### src/sv/cpts_pkg.sv
// shared types, constants and helpers of the counter and priority task scheduler
package cpts_pkg;

  localparam int unsigned TASK_SLOTS_DEF = 64;
  localparam int unsigned SLOT_W_DEF     = $clog2(TASK_SLOTS_DEF);
  localparam int unsigned KIND_W         = 3;
  localparam int unsigned IN_SLOT_W      = 6;
  localparam int unsigned OUT_SLOT_W     = 6;
  localparam int unsigned PRIO_W         = 7;
  localparam int unsigned CNT_W          = 8;
  localparam int unsigned DEPTH_W        = 4;
  localparam logic [DEPTH_W-1:0] DEPTH_MAX = 4'd15;

  typedef enum logic [KIND_W-1:0] {
    KIND_TICK  = 3'd0,
    KIND_YIELD = 3'd1,
    KIND_SET   = 3'd2,
    KIND_PDIS  = 3'd3,
    KIND_PEN   = 3'd4
  } kind_e;

  // one task slot as held in the slot memory
  typedef struct packed {
    logic               present;
    logic               ready;
    logic [PRIO_W-1:0]  prio;
    logic [CNT_W-1:0]   cnt;
    logic [DEPTH_W-1:0] depth;
  } entry_t;

  localparam int unsigned ENTRY_W = $bits(entry_t);

  // control of the best-slot search unit
  typedef struct packed {
    logic             clear;
    logic             sample;
    logic             eligible;
    logic [CNT_W-1:0] count;
  } pick_ctl_t;

  typedef struct packed {
    logic             found;
    logic [CNT_W-1:0] best;
  } pick_res_t;

  // value of a slot that has not been written since reset
  function automatic entry_t reset_entry(input logic slot_zero);
    entry_t e;
    e = '0;
    if (slot_zero) begin
      e.present = 1'b1;
      e.ready   = 1'b1;
      e.prio    = PRIO_W'(1);
    end
    return e;
  endfunction

endpackage

### src/sv/cpts_ram.sv
// generic simple dual port ram with registered read
module cpts_ram #(
  parameter int unsigned WIDTH = 8,
  parameter int unsigned DEPTH = 64
) (
  input  logic                     clk_i,
  input  logic                     we_i,
  input  logic [$clog2(DEPTH)-1:0] waddr_i,
  input  logic [WIDTH-1:0]         wdata_i,
  input  logic                     re_i,
  input  logic [$clog2(DEPTH)-1:0] raddr_i,
  output logic [WIDTH-1:0]         rdata_o
);

  logic [WIDTH-1:0] mem_q [DEPTH];
  logic [WIDTH-1:0] rdata_q;

  always_ff @(posedge clk_i) begin
    if (we_i) begin
      mem_q[waddr_i] <= wdata_i;
    end
    if (re_i) begin
      rdata_q <= mem_q[raddr_i];
    end
  end

  assign rdata_o = rdata_q;

endmodule

### src/sv/cpts_pick.sv
// running search for the eligible slot with the largest counter, lowest index on ties
module cpts_pick import cpts_pkg::*; #(
  parameter int unsigned IDX_W = SLOT_W_DEF
) (
  input  logic             clk_i,
  input  logic             rst_ni,
  input  pick_ctl_t        ctl_i,
  input  logic [IDX_W-1:0] idx_i,
  output pick_res_t        res_o,
  output logic [IDX_W-1:0] idx_o
);

  logic             found_q, found_d;
  logic [CNT_W-1:0] best_q, best_d;
  logic [IDX_W-1:0] idx_q, idx_d;

  always_comb begin
    found_d = found_q;
    best_d  = best_q;
    idx_d   = idx_q;
    if (ctl_i.clear) begin
      found_d = 1'b0;
      best_d  = '0;
      idx_d   = '0;
    end else if (ctl_i.sample && ctl_i.eligible && (!found_q || ctl_i.count > best_q)) begin
      // strictly greater keeps the earlier slot on a tie
      found_d = 1'b1;
      best_d  = ctl_i.count;
      idx_d   = idx_i;
    end
  end

  always_ff @(posedge clk_i or negedge rst_ni) begin
    if (!rst_ni) begin
      found_q <= 1'b0;
      best_q  <= '0;
      idx_q   <= '0;
    end else begin
      found_q <= found_d;
      best_q  <= best_d;
      idx_q   <= idx_d;
    end
  end

  assign res_o.found = found_q;
  assign res_o.best  = best_q;
  assign idx_o       = idx_q;

endmodule

### src/sv/counter_priority_task_scheduler.sv
// top level of the counter and priority task scheduler
//
// input channel: one beat per scheduler event (tick, yield, set task slot,
// preempt disable, preempt enable); kind_i selects, the other fields are used
// by set task only. output channel: one beat per input beat, carrying the
// current slot, its counter and the switched / scheduled / refilled / stuck
// flags.
// the slot table lives in one memory with a registered read; every known event
// on an in range slot is a read, modify and write back of one slot, followed by a
// read of the current slot for the result; other beats only do that last read.
// a reschedule adds a search sweep over all TASK_SLOTS slots and, when every
// ready counter is zero, a refill sweep over them all as well. one event is in
// work at a time and the next beat is taken the cycle after the result is loaded.
// reset: slot zero is present, ready, priority one and current; all other
// slots read as empty through per-slot written flags, so no clearing pass.
// a finished result sits in the output register; the next beat is taken while
// it waits, and that beat stalls before its own result if the receiver is slow.
module counter_priority_task_scheduler import cpts_pkg::*; #(
  parameter int unsigned TASK_SLOTS = TASK_SLOTS_DEF
) (
  input  logic                  clk_i,
  input  logic                  rst_ni,
  input  logic                  in_valid_i,
  output logic                  in_ready_o,
  input  logic [KIND_W-1:0]     kind_i,
  input  logic [IN_SLOT_W-1:0]  slot_i,
  input  logic                  present_i,
  input  logic                  runnable_i,
  input  logic [PRIO_W-1:0]     priority_req_i,
  input  logic [CNT_W-1:0]      counter_i,
  output logic                  out_valid_o,
  input  logic                  out_ready_i,
  output logic [OUT_SLOT_W-1:0] current_slot_o,
  output logic                  switched_o,
  output logic                  scheduled_o,
  output logic                  refilled_o,
  output logic                  stuck_o,
  output logic [CNT_W-1:0]      current_counter_o
);

  localparam int unsigned SLOT_W = $clog2(TASK_SLOTS);
  localparam logic [SLOT_W:0] SCAN_END = TASK_SLOTS[SLOT_W:0];

  typedef enum logic [7:0] {
    ST_IDLE   = 8'b0000_0001,
    ST_FETCH  = 8'b0000_0010,
    ST_MOD    = 8'b0000_0100,
    ST_SCAN   = 8'b0000_1000,
    ST_DECIDE = 8'b0001_0000,
    ST_REFILL = 8'b0010_0000,
    ST_RPT_RD = 8'b0100_0000,
    ST_RPT    = 8'b1000_0000
  } state_e;

  state_e state_q, state_d;

  // latched input beat
  logic [KIND_W-1:0]    kind_q;
  logic [IN_SLOT_W-1:0] slot_q;
  logic                 present_q, runnable_q;
  logic [PRIO_W-1:0]    prio_q;
  logic [CNT_W-1:0]     cnt_q;

  // scheduler state outside the memory
  logic [SLOT_W-1:0]     cur_q, cur_d;
  logic [TASK_SLOTS-1:0] written_q;

  // result flags of the beat in work
  logic sched_q, sched_d, sw_q, sw_d, refl_q, refl_d, stuck_q, stuck_d;

  // sweep address and read pipeline tracking
  logic [SLOT_W:0]   scan_addr_q, scan_addr_d;
  logic              pend_q, pend_d;
  logic [SLOT_W-1:0] rd_idx_q;
  logic              rd_written_q;

  // memory port signals
  logic              ram_we, ram_re;
  logic [SLOT_W-1:0] ram_waddr, ram_raddr;
  entry_t            ram_wdata;
  logic [ENTRY_W-1:0] ram_rdata;

  // search unit
  pick_ctl_t         pick_ctl;
  pick_res_t         pick_res;
  logic [SLOT_W-1:0] pick_idx;

  // output register
  logic                  out_valid_q, out_valid_d;
  logic [OUT_SLOT_W-1:0] out_slot_q;
  logic                  out_sw_q, out_sched_q, out_refl_q, out_stuck_q;
  logic [CNT_W-1:0]      out_cnt_q;
  logic                  out_load;

  // slot read back, never-written slots take their reset value
  entry_t           ent_rd;
  entry_t           ent_new;
  logic [CNT_W-1:0] refill_cnt;
  logic             slot_in_range;
  logic             issue;

  cpts_ram #(
    .WIDTH (ENTRY_W),
    .DEPTH (TASK_SLOTS)
  ) u_slot_ram (
    .clk_i   (clk_i),
    .we_i    (ram_we),
    .waddr_i (ram_waddr),
    .wdata_i (ram_wdata),
    .re_i    (ram_re),
    .raddr_i (ram_raddr),
    .rdata_o (ram_rdata)
  );

  cpts_pick #(
    .IDX_W (SLOT_W)
  ) u_pick (
    .clk_i  (clk_i),
    .rst_ni (rst_ni),
    .ctl_i  (pick_ctl),
    .idx_i  (rd_idx_q),
    .res_o  (pick_res),
    .idx_o  (pick_idx)
  );

  assign ent_rd        = rd_written_q ? entry_t'(ram_rdata) : reset_entry(rd_idx_q == '0);
  assign refill_cnt    = (ent_rd.cnt >> 1) + CNT_W'(ent_rd.prio);
  assign slot_in_range = 32'(slot_q) < TASK_SLOTS;
  assign issue         = (scan_addr_q != SCAN_END);
  assign in_ready_o    = (state_q == ST_IDLE);

  always_comb begin
    state_d     = state_q;
    cur_d       = cur_q;
    sched_d     = sched_q;
    sw_d        = sw_q;
    refl_d      = refl_q;
    stuck_d     = stuck_q;
    scan_addr_d = scan_addr_q;
    pend_d      = 1'b0;
    ram_we      = 1'b0;
    ram_waddr   = rd_idx_q;
    ram_wdata   = ent_rd;
    ram_re      = 1'b0;
    ram_raddr   = cur_q;
    pick_ctl    = '0;
    ent_new     = ent_rd;
    out_load    = 1'b0;

    unique case (state_q)
      ST_IDLE: begin
        if (in_valid_i) begin
          sched_d = 1'b0;
          sw_d    = 1'b0;
          refl_d  = 1'b0;
          stuck_d = 1'b0;
          state_d = ST_FETCH;
        end
      end

      ST_FETCH: begin
        unique case (kind_e'(kind_q))
          KIND_TICK, KIND_YIELD, KIND_PDIS, KIND_PEN: begin
            ram_re  = 1'b1;
            state_d = ST_MOD;
          end
          KIND_SET: begin
            if (slot_in_range) begin
              ram_re    = 1'b1;
              ram_raddr = SLOT_W'(slot_q);
              state_d   = ST_MOD;
            end else begin
              state_d = ST_RPT_RD;
            end
          end
          default: state_d = ST_RPT_RD;
        endcase
      end

      ST_MOD: begin
        ram_we  = 1'b1;
        state_d = ST_RPT_RD;
        unique case (kind_e'(kind_q))
          KIND_TICK: begin
            // counter saturates at zero
            if (ent_rd.cnt != '0) begin
              ent_new.cnt = ent_rd.cnt - CNT_W'(1);
            end
            if (ent_new.cnt == '0 && ent_rd.depth == '0) begin
              sched_d = 1'b1;
            end
          end
          KIND_YIELD: begin
            ent_new.cnt = '0;
            sched_d     = 1'b1;
          end
          KIND_SET: begin
            // preemption depth of the slot is kept
            ent_new.present = present_q;
            ent_new.ready   = runnable_q;
            ent_new.prio    = prio_q;
            ent_new.cnt     = cnt_q;
          end
          KIND_PDIS: begin
            if (ent_rd.depth != DEPTH_MAX) begin
              ent_new.depth = ent_rd.depth + DEPTH_W'(1);
            end
          end
          KIND_PEN: begin
            if (ent_rd.depth != '0) begin
              ent_new.depth = ent_rd.depth - DEPTH_W'(1);
            end
          end
          default: ram_we = 1'b0;
        endcase
        ram_wdata = ent_new;
        if (sched_d) begin
          scan_addr_d    = '0;
          pick_ctl.clear = 1'b1;
          state_d        = ST_SCAN;
        end
      end

      ST_SCAN, ST_REFILL: begin
        // one read issued per cycle, its data examined the cycle after
        if (issue) begin
          ram_re      = 1'b1;
          ram_raddr   = scan_addr_q[SLOT_W-1:0];
          scan_addr_d = scan_addr_q + (SLOT_W+1)'(1);
          pend_d      = 1'b1;
        end
        if (state_q == ST_REFILL && ent_rd.present) begin
          ent_new.cnt = refill_cnt;
          ram_we      = pend_q;
          ram_wdata   = ent_new;
        end
        pick_ctl.sample   = pend_q;
        pick_ctl.eligible = ent_new.present && ent_new.ready;
        pick_ctl.count    = ent_new.cnt;
        if (!issue && !pend_q) begin
          state_d = ST_DECIDE;
        end
      end

      ST_DECIDE: begin
        state_d = ST_RPT_RD;
        if (refl_q) begin
          stuck_d = (pick_res.best == '0);
          sw_d    = (pick_idx != cur_q);
          cur_d   = pick_idx;
        end else if (!pick_res.found) begin
          // nothing ready: fall back to slot zero
          sw_d  = (cur_q != '0);
          cur_d = '0;
        end else if (pick_res.best == '0) begin
          refl_d         = 1'b1;
          scan_addr_d    = '0;
          pick_ctl.clear = 1'b1;
          state_d        = ST_REFILL;
        end else begin
          sw_d  = (pick_idx != cur_q);
          cur_d = pick_idx;
        end
      end

      ST_RPT_RD: begin
        ram_re  = 1'b1;
        state_d = ST_RPT;
      end

      ST_RPT: begin
        // wait here while the previous result is still unclaimed
        if (!out_valid_q || out_ready_i) begin
          out_load = 1'b1;
          state_d  = ST_IDLE;
        end
      end

      default: state_d = ST_IDLE;
    endcase
  end

  assign out_valid_d = out_load || (out_valid_q && !out_ready_i);

  always_ff @(posedge clk_i or negedge rst_ni) begin
    if (!rst_ni) begin
      state_q      <= ST_IDLE;
      cur_q        <= '0;
      written_q    <= '0;
      sched_q      <= 1'b0;
      sw_q         <= 1'b0;
      refl_q       <= 1'b0;
      stuck_q      <= 1'b0;
      scan_addr_q  <= '0;
      pend_q       <= 1'b0;
      rd_idx_q     <= '0;
      rd_written_q <= 1'b0;
      out_valid_q  <= 1'b0;
    end else begin
      state_q     <= state_d;
      cur_q       <= cur_d;
      sched_q     <= sched_d;
      sw_q        <= sw_d;
      refl_q      <= refl_d;
      stuck_q     <= stuck_d;
      scan_addr_q <= scan_addr_d;
      pend_q      <= pend_d;
      out_valid_q <= out_valid_d;
      if (ram_we) begin
        written_q[ram_waddr] <= 1'b1;
      end
      if (ram_re) begin
        rd_idx_q     <= ram_raddr;
        rd_written_q <= written_q[ram_raddr];
      end
    end
  end

  // input beat and result payload
  always_ff @(posedge clk_i) begin
    if (in_valid_i && in_ready_o) begin
      kind_q     <= kind_i;
      slot_q     <= slot_i;
      present_q  <= present_i;
      runnable_q <= runnable_i;
      prio_q     <= priority_req_i;
      cnt_q      <= counter_i;
    end
    if (out_load) begin
      out_slot_q  <= OUT_SLOT_W'(cur_q);
      out_cnt_q   <= ent_rd.cnt;
      out_sw_q    <= sw_q;
      out_sched_q <= sched_q;
      out_refl_q  <= refl_q;
      out_stuck_q <= stuck_q;
    end
  end

  assign out_valid_o       = out_valid_q;
  assign current_slot_o    = out_slot_q;
  assign current_counter_o = out_cnt_q;
  assign switched_o        = out_sw_q;
  assign scheduled_o       = out_sched_q;
  assign refilled_o        = out_refl_q;
  assign stuck_o           = out_stuck_q;

  // a read and a write never meet on one slot in the same cycle
  assert property (@(posedge clk_i) disable iff (!rst_ni)
    (ram_we && ram_re) |-> (ram_waddr != ram_raddr))
    else $error("slot memory read and write collide");

  assert property (@(posedge clk_i) disable iff (!rst_ni)
    $rose(out_valid_q) |-> $past(state_q == ST_RPT))
    else $error("result raised outside the report step");

  assert property (@(posedge clk_i) disable iff (!rst_ni)
    (out_valid_o && stuck_o) |-> (refilled_o && scheduled_o))
    else $error("stuck without refill");

  assert property (@(posedge clk_i) disable iff (!rst_ni)
    (out_valid_o && (switched_o || refilled_o)) |-> scheduled_o)
    else $error("switch or refill without a scheduling decision");

  assert property (@(posedge clk_i) disable iff (!rst_ni)
    32'(cur_q) < TASK_SLOTS)
    else $error("current slot out of range");

endmodule
### config.mk
export PLATFORM = sky130hd
export DESIGN_NAME = counter_priority_task_scheduler
export DESIGN_NICKNAME = d
export VERILOG_FILES = /design/src/sv/cpts_pkg.sv /design/src/sv/cpts_ram.sv /design/src/sv/cpts_pick.sv /design/src/sv/counter_priority_task_scheduler.sv
export SDC_FILE = /design/constraint.sdc
export NUM_CORES = 2
export LEC_CHECK = 0
export ABC_AREA = 1
export BUFFER_PORTS_ARGS = -buffer_cell sky130_fd_sc_hd__buf_2
export CORE_ASPECT_RATIO = 0.6
export CORE_UTILIZATION = 40
export CTS_CLUSTER_DIAMETER = 60
export DETAILED_ROUTE_END_ITERATION = 8
export GPL_ROUTABILITY_DRIVEN = 1
export PLACE_DENSITY = 0.53
export SETUP_SLACK_MARGIN = 0.5
export SYNTH_ARGS = -nofsm -noshare
export SYNTH_HDL_FRONTEND = slang
export SYNTH_SLANG_ARGS = --single-unit
### constraint.sdc
create_clock -name clk_i -period 6.2 [get_ports clk_i]
set_input_delay 0.62 -clock clk_i [delete_from_list [all_inputs] [get_ports clk_i]]
set_output_delay 0.62 -clock clk_i [all_outputs]
set_load 0.1 [all_outputs]
==> metrics <==
crit path max fanout 20; syn nets between 5000 and 6000; Root Buffer clkbuf_16; share of cells above drive strength 1 between 10% and 20%; Initial Util 40.44%; vias per cell between 5 and 6; Area Overhead vs Synth 12.41%; Post-DRT Antenna Nets 0; Peak Freq approximately 200 MHz; Placed Area ~0.066 mm^2; std cell rows between 100 and 150; TritonCTS Buffers about 140; crit end category register; GRT Residual Overflow 0; drt total wl around 190 mm; via count a little over 40000; final-report max-slew violation count 0; placed insts about 7100; status completed; post-DP HPWL 106.2 mm; core box area ~0.16 mm^2; Die H 309.6 um; RD Place Congestion between 0.8 and 0.9; CTS tree done; vias in the first global route roughly 38000; Skew-Pair Late Insertion Delay ~0.8 ns; Final Cell Area 0.07091 mm^2; DR WL/cell between 20 and 30 um; Setup TNS 0 ns; Nets between 5000 and 6000; drt first pass iters 6; cell mode on critical path nand2_1; syn_area_per_cell roughly 12 um^2; Clock Tree Buf Depth 3; IO Count 50; Worst Path Arrival 5.61 ns; DRT iter0 DRCs between 5000 and 6000; register area share after synthesis 71.56%; post-synth top area cell edfxtp_1; synthesis-stage register bit count 1522; Critical Path Start Type register; synth top area cells edfxtp_1 (67%), o21ai_0 (4.7%), dfrtp_1 (4.4%); EDFF count, synth about 1400; number of H-tree levels 4; Critical Path RT 6.92 ns; hold slack 0.02793 ns; final hold vios 0; cells after synthesis ~5000; RSZ-0062 raised after global routing false; IO buf count 49; clk_skew roughly 0.048 ns; Power, Total 27.99 mW; initial antenna violation count 10; Syn. warnings 0; main flop type after synthesis edfxtp_1; max incr delay on CP around 0.70 ns; largest net degree at the start of global routing between 100 and 150; Unique masters post-synth 57; Crit path max-delay family simple AND/OR/NAND/NOR gates; Worst Max-Slew Pin Slew roughly 1.4 ns; first-pass GRT wire length between 200 and 300 mm; clk slew on worst S/H paths around 0.060 ns; Finish-stage setup viols 0; Die Footprint ~0.16 mm^2; setup slack after layout about 1.3 ns; Yosys top cell area share 67.07%; CP Cell Sequence nand2_1 > inv_1 > ha_1 > a21oi_1 > o21bai_1 > a21o_1 > a21oi_1 > nor2_1 > o21ai_0 > nand2_1 > nand3_1 > inv_1 > ha_1 > nand2_1 > inv_1 > nand2_1 > o41ai_1 > a21oi_1 > nor2_2 > nand2_1 > nand2_1; post-layout util around 45%; Crit-path slowest cell dfrtp_1; VDD IR max approximately 0.36 mV; clock period minus worst slack approximately 4.9 ns; fin cells 7408; synthesized area roughly 0.063 mm^2; WP buf/inv 3; Die X ~500 um; TritonCTS Sinks ~1500; Max Cap Viol 0; fin crit share between 70% and 80%; asr flop ratio synth roughly 7.4%; Power Density 394.7 mW/mm^2; Pleak between 20 and 25 nW; Hold Path Class primary input to async pin; GRT Total Usage around a quarter; Slew HR between 9 and 10%; WS Path Type register to register; DR DRC count 0; DP Worst Slack between 1 and 1.5 ns
power breakdown:
group / internal (mW) / leakage (nW) / switching [mW]
clock network: 4.71 / 2.21 / 4.00
logic: 1.69 / 8.06 / 5.15
registers: 12.3 / 14.4 / 0.164
cells by family (layout without fill, tap and decap cells):
group	after synthesis	in the layout	synth area share, %
AO/OA/AOI/OAI	1487	1487	13.31
AND/OR/NAND/NOR	1258	1258	8.644
flip-flops	1522	1522	71.56
XOR/XNOR	15	15	0.2083
other	0	2	0
buffers and inverters	831	994	5.855
adder cells (fa/ha/maj)	21	21	0.4284
routing by layer:
metal | track usage (%) | part of all wire, % | up-vias
met3 | 4.407 | 8.9 | 201
met1 | 37.51 | 48 | 20710
met4 | 5.359 | 1.7 | 2
met2 | 32.86 | 41 | 1625
li1 | - | - | 18730
met5 | 0 | 0.0069 | -
sequential cells by signal (all words and copies together) (netlist names), 6 cells and up:
name	count
cnt_q	8
u_pick.best_q	8
written_q	64
ram_waddr	6
scan_addr_q	7
u_slot_ram.mem_q	1344
state_q	8
current_slot_o	6
u_slot_ram.rdata_o	21
prio_q	7
u_pick.idx_o	6
current_counter_o	8
cur_q	6
slot_q	6
cells in the final DEF (no fill, tap or decap), types with 11 or more instances in the layout:
cell type	Yosys	final
inv_1	479	478
o211ai_1	325	325
nor2_1	503	438
dfrtp_1	112	112
o21ai_1	227	227
clkinv_2	0	21
xor2_1	11	11
nand3_1	441	441
o21ai_4	1	14
edfxtp_1	1409	1409
nor3_1	15	15
buf_2	165	48
buf_12	0	23
a21oi_1	308	307
o21ai_0	588	576
clkinv_1	1	28
clkbuf_1	95	37
nand2_1	260	258
clkbuf_16	0	145
buf_4	37	140
inv_2	17	18
nor2_2	5	70
dlygate4sd3_1	0	26
ha_1	20	20
cell type report:
cell class | instances | area (um^2)
diodes | 2 | 5.005
repair buffers | 237 | 2012
inverters | 498 | 1891
flip-flops and latches | 1522 | 45140
multi-input cells | 2781 | 14700
clock buffers | 184 | 3789
clock inverters | 75 | 739.5
well taps | 2109 | 2639
fillers | 14070 | 85060
final timing paths:
path / start / slack (ns) / to / depth (start not counted)
min in group clk_i: out_ready_i / 0.11 / out_valid_o / 4
worst min register to register: sw_q / 0.46 / switched_o / 0
max in group asynchronous: rst_ni / 4.95 / written_q[3] / 2
worst max-delay path: rd_written_q / 1.31 / u_pick.idx_o[2] / 21
worst max register to register: rd_written_q / 1.31 / u_pick.idx_o[2] / 21
worst min-delay path: rst_ni / 0.03 / out_valid_o / 1
cells in the mapped netlist (17+ instances only):
| library cell | n |
|---|---|
| o21ai_0 | 588 |
| buf_2 | 165 |
| buf_4 | 37 |
| edfxtp_1 | 1409 |
| o21ai_1 | 227 |
| inv_2 | 17 |
| buf_6 | 27 |
| nand2_1 | 260 |
| dfrtp_1 | 112 |
| ha_1 | 20 |
| nor2_1 | 503 |
| nand3_1 | 441 |
| o211ai_1 | 325 |
| a21oi_1 | 308 |
| inv_1 | 479 |
| clkbuf_1 | 95 |
what timing repair did:
action / CTS / global route
resized for setup: 0 / 0
hold buffers: 26 / 0
buffers inserted: 0 / 0
endpoints found under the hold margin: 26 / 0
(Power assumes the default switching activity.)
